--- config.mk ---
export PLATFORM = sky130hd
export DESIGN_NAME = ipv4frt_ram
export DESIGN_NICKNAME = d
export VERILOG_FILES = /design/src/hdl/ipv4frt_ram.sv
export SDC_FILE = /design/constraint.sdc
export NUM_CORES = 1
export LEC_CHECK = 0
export ABC_AREA = 1
export BUFFER_PORTS_ARGS = -buffer_cell sky130_fd_sc_hd__buf_4
export CAP_MARGIN = 20
export CORE_AREA = 2 2 115 117
export CTS_BUF_LIST = sky130_fd_sc_hd__clkbuf_8 sky130_fd_sc_hd__clkbuf_16
export DETAILED_ROUTE_END_ITERATION = 10
export DIE_AREA = 0 0 117 119
export GPL_TIMING_DRIVEN = 0
export HOLD_SLACK_MARGIN = 0.08
export SKIP_CTS_REPAIR_TIMING = 1
export SLEW_MARGIN = 5
export SYNTH_ARGS = -nofsm -noshare
export SYNTH_HDL_FRONTEND = slang
export SYNTH_SLANG_ARGS = --single-unit
--- constraint.sdc ---
create_clock -name clk -period 1.4 [get_ports clk]
set_input_delay 0.28 -clock clk [delete_from_list [all_inputs] [get_ports clk]]
set_output_delay 0.28 -clock clk [all_outputs]
set_load 0.01 [all_outputs]
--- src/hdl/ipv4frt_ram.sv ---
// Generic simple dual-port RAM: one write port, one read port, registered read.
// No dependencies.
module ipv4frt_ram #(
    parameter int unsigned WIDTH = 8,
    parameter int unsigned DEPTH = 16
) (
    input  logic                     clk,
    input  logic                     we,
    input  logic [$clog2(DEPTH)-1:0] waddr,
    input  logic [WIDTH-1:0]         wdata,
    input  logic [$clog2(DEPTH)-1:0] raddr,
    output logic [WIDTH-1:0]         rdata
);

    logic [WIDTH-1:0] mem [DEPTH];

    // write and registered read
    always_ff @(posedge clk)
    begin
        if (we)
        begin
            mem[waddr] <= wdata;
        end
        rdata <= mem[raddr];
    end

endmodule
==> results of run 1 <==
==> layout by cell type (no fill, tap or decap) <==
cell type / instances
bufinv_16: 3
clkinv_2: 5
clkinv_1: 1
nor2_2: 2
inv_2: 2
nand3_1: 97
buf_1: 1
buf_6: 6
clkbuf_8: 1
nand3b_1: 2
inv_1: 104
nand2_1: 173
dfxtp_1: 8
clkbuf_16: 17
buf_4: 26
buf_2: 13
clkinvlp_4: 1
nor2_1: 15
edfxtp_1: 128
==> how the worst min path moves through the flow <==
stage	slack (ns)	start	cells after the start	endpoint
2_1_floorplan	0.38	wdata[0]	0	mem[0][0]
3_3_place_gp	0.63	wdata[2]	1	mem[0][2]
3_5_place_dp	0.64	wdata[7]	1	mem[4][7]
4_1_cts	0.21	wdata[7]	1	mem[6][7]
5_1_grt	0.22	wdata[5]	1	mem[3][5]
6_report	0.21	wdata[7]	1	mem[6][7]
==> critical path: cells and delay by family <==
| family | cells | cell delay, ns |
|---|---|---|
| buffers and inverters | 1 | 0.12 |
| and+or+nand+nor | 2 | 0.99 |
==> per-stage QoR <==
| stage | TNS (ns) | instances | util | cell area [um^2] | total power, mW |
|---|---|---|---|---|---|
| 2_1_floorplan | 0 | 551 | - | 5770 | 4.99 |
| 3_3_place_gp | -30.01 | 749 | 0.478 | 6150 | 5.26 |
| 5_1_grt | -0.168 | 781 | 0.523 | 6740 | 9.87 |
| 3_5_place_dp | -32.42 | 749 | 0.478 | 6150 | 5.27 |
| 4_1_cts | 0 | 781 | 0.523 | 6730 | 9.59 |
| 6_report | 0 | 781 | 0.523 | 6740 | 9.56 |
==> logic make-up (layout without fill, tap and decap cells) <==
kind of cell	Yosys count	after routing	synth area share
simple gates	289	289	0.210
flops	136	136	0.694
buf+inv	126	180	0.0952
==> power by group through the flow <==
stage	Clock, mW	Combinational, mW	Sequential (mW)
final	4.37	0.619	4.58
after global routing	4.60	0.680	4.58
after CTS	4.40	0.617	4.58
after detailed placement	0	0.612	4.66
after global placement	0	0.604	4.66
after floorplan	0	0.321	4.67
==> layer usage <==
layer,share of wire,global-route usage
met1,0.45,0.296
met2,0.46,0.313
met3,0.064,0.0555
met4,0.025,0.0809
met5,0,0
==> layout make-up <==
| type | count | area share |
|---|---|---|
| Multi-Input combinational cell | 289 | 0.181 |
| Clock inverter | 14 | 0.0210 |
| Tap cell | 176 | 0.0327 |
| Timing Repair Buffer | 22 | 0.0245 |
| Inverter | 102 | 0.0568 |
| Clock buffer | 18 | 0.0652 |
| Buffer | 24 | 0.0247 |
| Sequential cell | 136 | 0.594 |
==> sequential cells by signal, indices dropped and copies added, names as in the netlist <==
name and count:
mem 128, rdata 8
==> impl_metrics.csv, run 1 <==
group,metric,value,unit
synthesis,synthCells,551,
worst_setup_path,worstReg2RegStart,"mem[4][3]",
worst_setup_path,crit_chain,"buf_4 -> nand3b_1 -> nor2_1",
layout,n_antenna_cell,0,
worst_setup_path,critPathRequiredTime,1.43,ns
synthesis,yosysMostFrequentCell,"nand2_1",
synthesis,ys_async_sr_fraction,0,
layout,layout-drive-gt1-share,0.126,
worst_setup_path,r2r_slack,0.37,ns
detailed_routing,drtIter0Drc,300,
sta,maxSlewViolCount,0,
pwr,sequentialPowerShare,0.479,
synthesis,synth_common_cells,"nand2_1 (173), edfxtp_1 (128), inv_1 (100)",
synthesis,synth_flop_cell,"edfxtp_1",
worst_setup_path,critPathSlowestCell,"nor2_1",
synthesis,synth.top_cell.area_share,0.667,
worst_setup_path,crit_arrival,1.39,ns
detailed_routing,drc_errors,0,
layout,regArea,4000,um^2
worst_setup_path,crit_type,"primary input to flop",
pwr,power_density,1420,nW/um^2
global_routing,grt_pass1_wl,20800,um
layout,nets,610,
synthesis,synth_edf_count,128,
floorplanning,die-area,13900,um^2
sta,fin_crit_sh,0.972,
global_routing,overflow,0,
clock_tree,cts_tree,"built",
floorplanning,initial_utilization,0.448,
placement,numPortBuffers,22,
clock_tree,clockRootBuffer,"clkbuf_16",
synthesis,ys_seq_elements,136,
synthesis,synth_top_area_cell,"edfxtp_1",
worst_setup_path,startpoint,"waddr[3]",
detailed_routing,dr_total_vias,3737,
synthesis,synthDistinctLibCells,12,
clock_tree,worstSkewPairLatency,0.42,ns
global_routing,track_usage,0.210,
global_routing,grt_max_degree,17,
worst_setup_path,cp_slowest_stage_delay,0.76,ns
worst_setup_path,reg2reg_depth,6,
global_routing,grt_pass1_vias,3579,
synthesis,syn_area,5770,um^2
detailed_routing,avgViaCountPerCell,4.78,
floorplanning,die_w,117,um
worst_setup_path,cp-start-kind,"primary input",
floorplanning,die_y,119,um
synthesis,ys_seq_area_frac,0.694,
pwr,p_int,7.55,mW
floorplanning,io_pins,26,
detailed_routing,drt_wl_total,13500,um
pwr,p_leak,2.93,nW
synthesis,synth_area_leaders,"edfxtp_1 (67%), nand2_1 (11%), nand3_1 (8.4%), inv_1 (6.5%), dfxtp_1 (2.8%)",
clock_tree,h-tree-depth,4,
synthesis,ys_warn_count,0,
clock_tree,clock-sinks,136,
placement,pre_cts_ws,-0.381,ns
global_routing,grt_antenna_before_repair,0,
placement,dp_hpwl,8840,um
sta,fin_skew,0.00607,ns
placement,gp_congestion,0.853,
worst_setup_path,critPathMaxFanout,8,
sta,fin_ws,0.0397,ns
pwr,swShare,0.211,
sta,hold_violations,0,
sta,fin_crit,1.36,ns
sta,finalSetupViolCount,0,
pwr,switchingPower,2.02,mW
min_path,hp-class,"primary input to flop",
layout,area_delta_synth_final,16.8,%
job,drv_cap,0,
sta,slew_headroom,0.354,
clock_tree,cts.clk_slew.worst_paths,0.05,ns
sta,tightest_slew,0.965,ns
worst_setup_path,crit_path_end,"mem[6][0]",
floorplanning,rows,42,
sta,hold_slack,0.212,ns
pwr,comb_power_share,0.065,
worst_setup_path,regToRegEndpoint,"rdata[3]",
clock_tree,cts_buffers,17,
detailed_routing,ant_nets,0,
detailed_routing,wl_per_cell,17.3,um
layout,multi_input_area,1220,um^2
worst_setup_path,end_kind,"flop",
pwr,clkPwrFrac,0.457,
synthesis,syn_nets,569,
synthesis,syn_avg_cell_area,10.5,um^2
clock_tree,max-clock-path-buffers,2,
sta,max_freq,735,MHz
outcome,status,"completed",
pwr,peakVddDrop,0.606,mV
detailed_routing,drtPass1Iterations,5,
floorplanning,core,12900,um^2
layout,nFillCells,1155,
sta,rsz0062_at_grt,"true",
Note: power is estimated with default switching activity, not from simulation.
==> inputs of run 2 (changes only) <==
Clock period 1.4 ns to 1.3 ns, I/O delays scaled along.
==> impl_metrics.csv, run 2 (same netlist as run 1, synthesis figures left out) <==
group,metric,value,unit
min_path,min_to,"mem[6][7]",
layout,final_common_cell,"nand2_1",
placement,gp_congestion,0.853,
detailed_routing,drt_wl_total,13500,um
layout,n_antenna_cell,0,
detailed_routing,drtIter0Drc,279,
sta,fin_skew,0.00562,ns
placement,place_inst,749,
layout,area_delta_synth_final,17.0,%
global_routing,overflow,0,
floorplanning,die-area,13900,um^2
placement,dp_hpwl,8840,um
clock_tree,max-clock-path-buffers,2,
pwr,peakVddDrop,0.651,mV
detailed_routing,drtPass1Iterations,5,
layout,reg.largest.list,"mem (128), rdata (8)",
job,drv_cap,0,
floorplanning,die_y,119,um
detailed_routing,wl_per_cell,17.2,um
global_routing,grtUsageMet1,0.296,
worst_setup_path,worstReg2RegStart,"mem[11][7]",
pwr,power_density,1530,nW/um^2
layout,nFillCells,1157,
pwr,p_leak,2.93,nW
layout,regMostFlops,"mem",
detailed_routing,drc_errors,0,
global_routing,met2_usage,0.313,
min_path,hp-class,"primary input to flop",
sta,slew_headroom,0.357,
sta,fin_ws,-0.0396,ns
worst_setup_path,regToRegEndpoint,"rdata[7]",
sta,maxSlewViolCount,0,
sta,rsz0062_at_grt,"true",
sta,finalSetupViolCount,16,
clock_tree,worstSkewPairLatency,0.41,ns
global_routing,grt_pass1_vias,3579,
layout,final_cell_mix,"nand2_1 (173), edfxtp_1 (128), inv_1 (104)",
global_routing,grt_pass1_wl,20800,um
worst_setup_path,reg2reg_depth,6,
floorplanning,initial_utilization,0.448,
layout,utilization,0.524,
layout,nets,610,
outcome,status,"finished with violations",
worst_setup_path,cp-start-kind,"primary input",
global_routing,grt_antenna_before_repair,0,
sta,fin_crit_sh,1.03,
clock_tree,clockRootBuffer,"clkbuf_16",
layout,layout-drive-gt1-share,0.131,
clock_tree,clock-sinks,136,
worst_setup_path,crit_arrival,1.37,ns
sta,max_freq,746,MHz
placement,numPortBuffers,22,
global_routing,grt_max_degree,17,
worst_setup_path,crit_type,"primary input to flop",
floorplanning,io_pins,26,
floorplanning,die_w,117,um
global_routing,track_usage,0.210,
floorplanning,rows,42,
clock_tree,cts_buffers,17,
layout,largest_register_ff_count,128,
worst_setup_path,end_kind,"flop",
worst_setup_path,r2r_slack,0.26,ns
sta,fin_crit,1.34,ns
sta,tightest_slew,0.961,ns
detailed_routing,ant_nets,0,
detailed_routing,dr_total_vias,3741,
floorplanning,core,12900,um^2
clock_tree,cts.clk_slew.worst_paths,0.05,ns
min_path,min_from,"wdata[7]",
worst_setup_path,critPathMaxFanout,8,
outcome,violations,"negative setup slack",
layout,stdcell_count,781,
min_path,holdPathStages,1,
worst_setup_path,critPathRequiredTime,1.33,ns
worst_setup_path,startpoint,"waddr[3]",
sta,hold_slack,0.195,ns
sta,hold_violations,0,
detailed_routing,avgViaCountPerCell,4.79,
clock_tree,h-tree-depth,4,
clock_tree,cts_tree,"built",
global_routing,grtUsageMet3,0.0555,
global_routing,busiest_layer,"met2",
## run 2: final cells by class
type	count	area [um^2]	share of cell area
clock inverter	14	141	0.0210
multi-input combinational	289	1230	0.182
clock buffer	18	439	0.0651
inverter	102	383	0.0568
tap	176	220	0.0326
timing repair buffer	22	165	0.0245
sequential	136	4000	0.594
buffer	24	166	0.0247
## run 2: worst max-delay path by stage
stage,endpoint,slack (ns),cells past startpoint
5_1_grt,mem[6][0],-0.1,3
3_3_place_gp,mem[7][4],-0.46,3
3_5_place_dp,mem[7][4],-0.46,3
4_1_cts,mem[6][0],-0.05,3
6_report,mem[6][0],-0.04,3
2_1_floorplan,mem[4][0],0.09,2
## run 2: metrics by stage
stage               worst slack, ns  instance area (um^2)  total power, mW  setup TNS (ns)
detailed placement           -0.461                  6150             5.68          -43.30
global placement             -0.463                  6150             5.67          -40.89
finish                      -0.0396                  6750             10.3          -0.377
CTS                         -0.0536                  6730             10.3          -0.770
floorplan                    0.0892                  5770             5.38               0
global route                -0.0956                  6750             10.6           -1.76
## run 2: power by group
| part | internal (mW) | leakage, nW | switching, mW | total (mW) |
|---|---|---|---|---|
| combinational | 0.216 | 1.40 | 0.451 | 0.667 |
| sequential | 4.90 | 1.22 | 0.0244 | 4.93 |
| clock | 3.01 | 0.302 | 1.69 | 4.70 |
| total | 8.13 | 2.93 | 2.16 | 10.3 |
## run 2: critical path, stage by stage
cell and delay [ns]:
buf_4 0.12, nand3b_1 0.22, nor2_1 0.76
## run 2: layer usage
layer	part of all wire	wire length, um	vias to the layer above
met1	0.44	5910	1717
met4	0.022	299	0
met5	0	0	-
met2	0.47	6270	141
met3	0.073	980	20
li1	-	-	1863
==> inputs of run 3 (changes only) <==
Settings changed: CORE_AREA 2 2 115 117 to 2 2 111 113, DIE_AREA 0 0 117 119 to 0 0 113 115, PLACE_DENSITY set to 0.63, RECOVER_POWER set to 50.
==> impl_metrics.csv, run 3 (same netlist as run 1, synthesis figures left out) <==
group,metric,value,unit
worst_setup_path,startpoint,"waddr[3]",
global_routing,grt_antenna_before_repair,0,
detailed_routing,drt_wl_total,13800,um
worst_setup_path,reg2reg_depth,6,
sta,fin_crit,1.37,ns
placement,gp_congestion,0.894,
floorplanning,die-area,13000,um^2
outcome,violations,"design-rule violations, negative setup slack",
layout,multi_input_area,1230,um^2
sta,maxSlewViolCount,0,
worst_setup_path,critPathMaxFanout,8,
outcome,status,"finished with violations",
layout,area_delta_synth_final,15.3,%
worst_setup_path,cp-start-kind,"primary input",
clock_tree,clockRootBuffer,"clkbuf_16",
pwr,power_density,1500,nW/um^2
global_routing,track_usage,0.225,
detailed_routing,drtPass1Iterations,8,
sta,fin_skew,0.00440,ns
pwr,p_leak,2.88,nW
placement,place_inst,720,
layout,nets,610,
sta,slew_headroom,0.335,
sta,tightest_slew,0.997,ns
floorplanning,core,11800,um^2
layout,layout-drive-gt1-share,0.121,
layout,regArea,4000,um^2
global_routing,overflow,0,
sta,finalSetupViolCount,11,
detailed_routing,dr_total_vias,3911,
pwr,peakVddDrop,0.890,mV
worst_setup_path,crit_arrival,1.40,ns
worst_setup_path,crit_path_end,"mem[6][0]",
floorplanning,die_y,115,um
layout,utilization,0.563,
detailed_routing,wl_per_cell,18.3,um
sta,rsz0062_at_grt,"true",
layout,final_cell_mix,"nand2_1 (173), edfxtp_1 (128), inv_1 (104)",
detailed_routing,avgViaCountPerCell,5.20,
placement,numPortBuffers,22,
floorplanning,io_pins,26,
clock_tree,cts.clk_slew.worst_paths,0.05,ns
floorplanning,initial_utilization,0.488,
placement,placed_area,6120,um^2
sta,fin_ws,-0.0681,ns
worst_setup_path,end_kind,"flop",
clock_tree,h-tree-depth,4,
layout,stdcell_count,752,
worst_setup_path,critPathRequiredTime,1.33,ns
layout,regMostFlops,"mem",
worst_setup_path,r2r_slack,0.27,ns
detailed_routing,drc_errors,1,
floorplanning,die_w,113,um
worst_setup_path,regToRegEndpoint,"rdata[3]",
detailed_routing,drtIter0Drc,375,
job,drv_cap,0,
pwr,total_power,9.97,mW
clock_tree,worstSkewPairLatency,0.41,ns
min_path,holdPathStages,3,
sta,max_freq,731,MHz
global_routing,grt_max_degree,17,
worst_setup_path,worstReg2RegStart,"mem[11][3]",
min_path,hp-class,"primary input to flop",
layout,final_common_cell,"nand2_1",
layout,finish.instance_area,6650,um^2
floorplanning,rows,40,
sta,hold_violations,0,
clock_tree,cts_tree,"built",
detailed_routing,ant_nets,0,
worst_setup_path,crit_type,"primary input to flop",
global_routing,grt_pass1_wl,21000,um
clock_tree,max-clock-path-buffers,2,
clock_tree,cts_buffers,17,
layout,nFillCells,1013,
layout,reg.largest.list,"mem (128), rdata (8)",
sta,fin_crit_sh,1.05,
layout,largest_register_ff_count,128,
placement,dp_hpwl,8910,um
global_routing,grt_pass1_vias,3683,
clock_tree,clock-sinks,136,
layout,n_antenna_cell,0,
[run 3: worst min-delay path by stage]
stage,startpoint,end,slack [ns]
finish,raddr[3],rdata[6],0.28
global route,raddr[3],rdata[7],0.29
CTS,wdata[4],mem[3][4],0.17
detailed placement,wdata[4],mem[11][4],0.60
global placement,wdata[4],mem[11][4],0.59
floorplan,wdata[0],mem[0][0],0.36
[run 3: layer usage]
layer / wire length [um] / global-route usage / part of all wire
met4: 430 / 0.0992 / 0.031
met2: 6100 / 0.337 / 0.44
met5: 0 / 0 / 0
met3: 1270 / 0.0480 / 0.092
met1: 5980 / 0.320 / 0.43
[run 3: cell type report]
| class | instances | area share |
|---|---|---|
| Sequential cell | 136 | 0.602 |
| Multi-Input combinational cell | 289 | 0.185 |
| Clock buffer | 19 | 0.0681 |
| Inverter | 102 | 0.0576 |
| Tap cell | 147 | 0.0277 |
| Buffer | 24 | 0.0250 |
| Timing Repair Buffer | 22 | 0.0203 |
| Clock inverter | 13 | 0.0137 |
[run 3: worst max-delay path, stage by stage]
cell and delay (ns):
buf_4 0.12, nand3b_1 0.25, nor2_1 0.77
[run 3: metrics by stage]
stage	TNS, ns	hold WS, ns	setup WS, ns
after global routing	-1.62	0.293	-0.0909
after floorplan	0	0.359	0.0892
final	-0.525	0.277	-0.0681
after global placement	-42.48	0.591	-0.455
after CTS	-1.10	0.172	-0.0817
after detailed placement	-45.42	0.602	-0.481
[run 3: report_power, final]
part | total [mW] | switching (mW) | internal, mW
combinational | 0.669 | 0.465 | 0.205
sequential | 4.93 | 0.0255 | 4.91
clock | 4.37 | 1.70 | 2.67
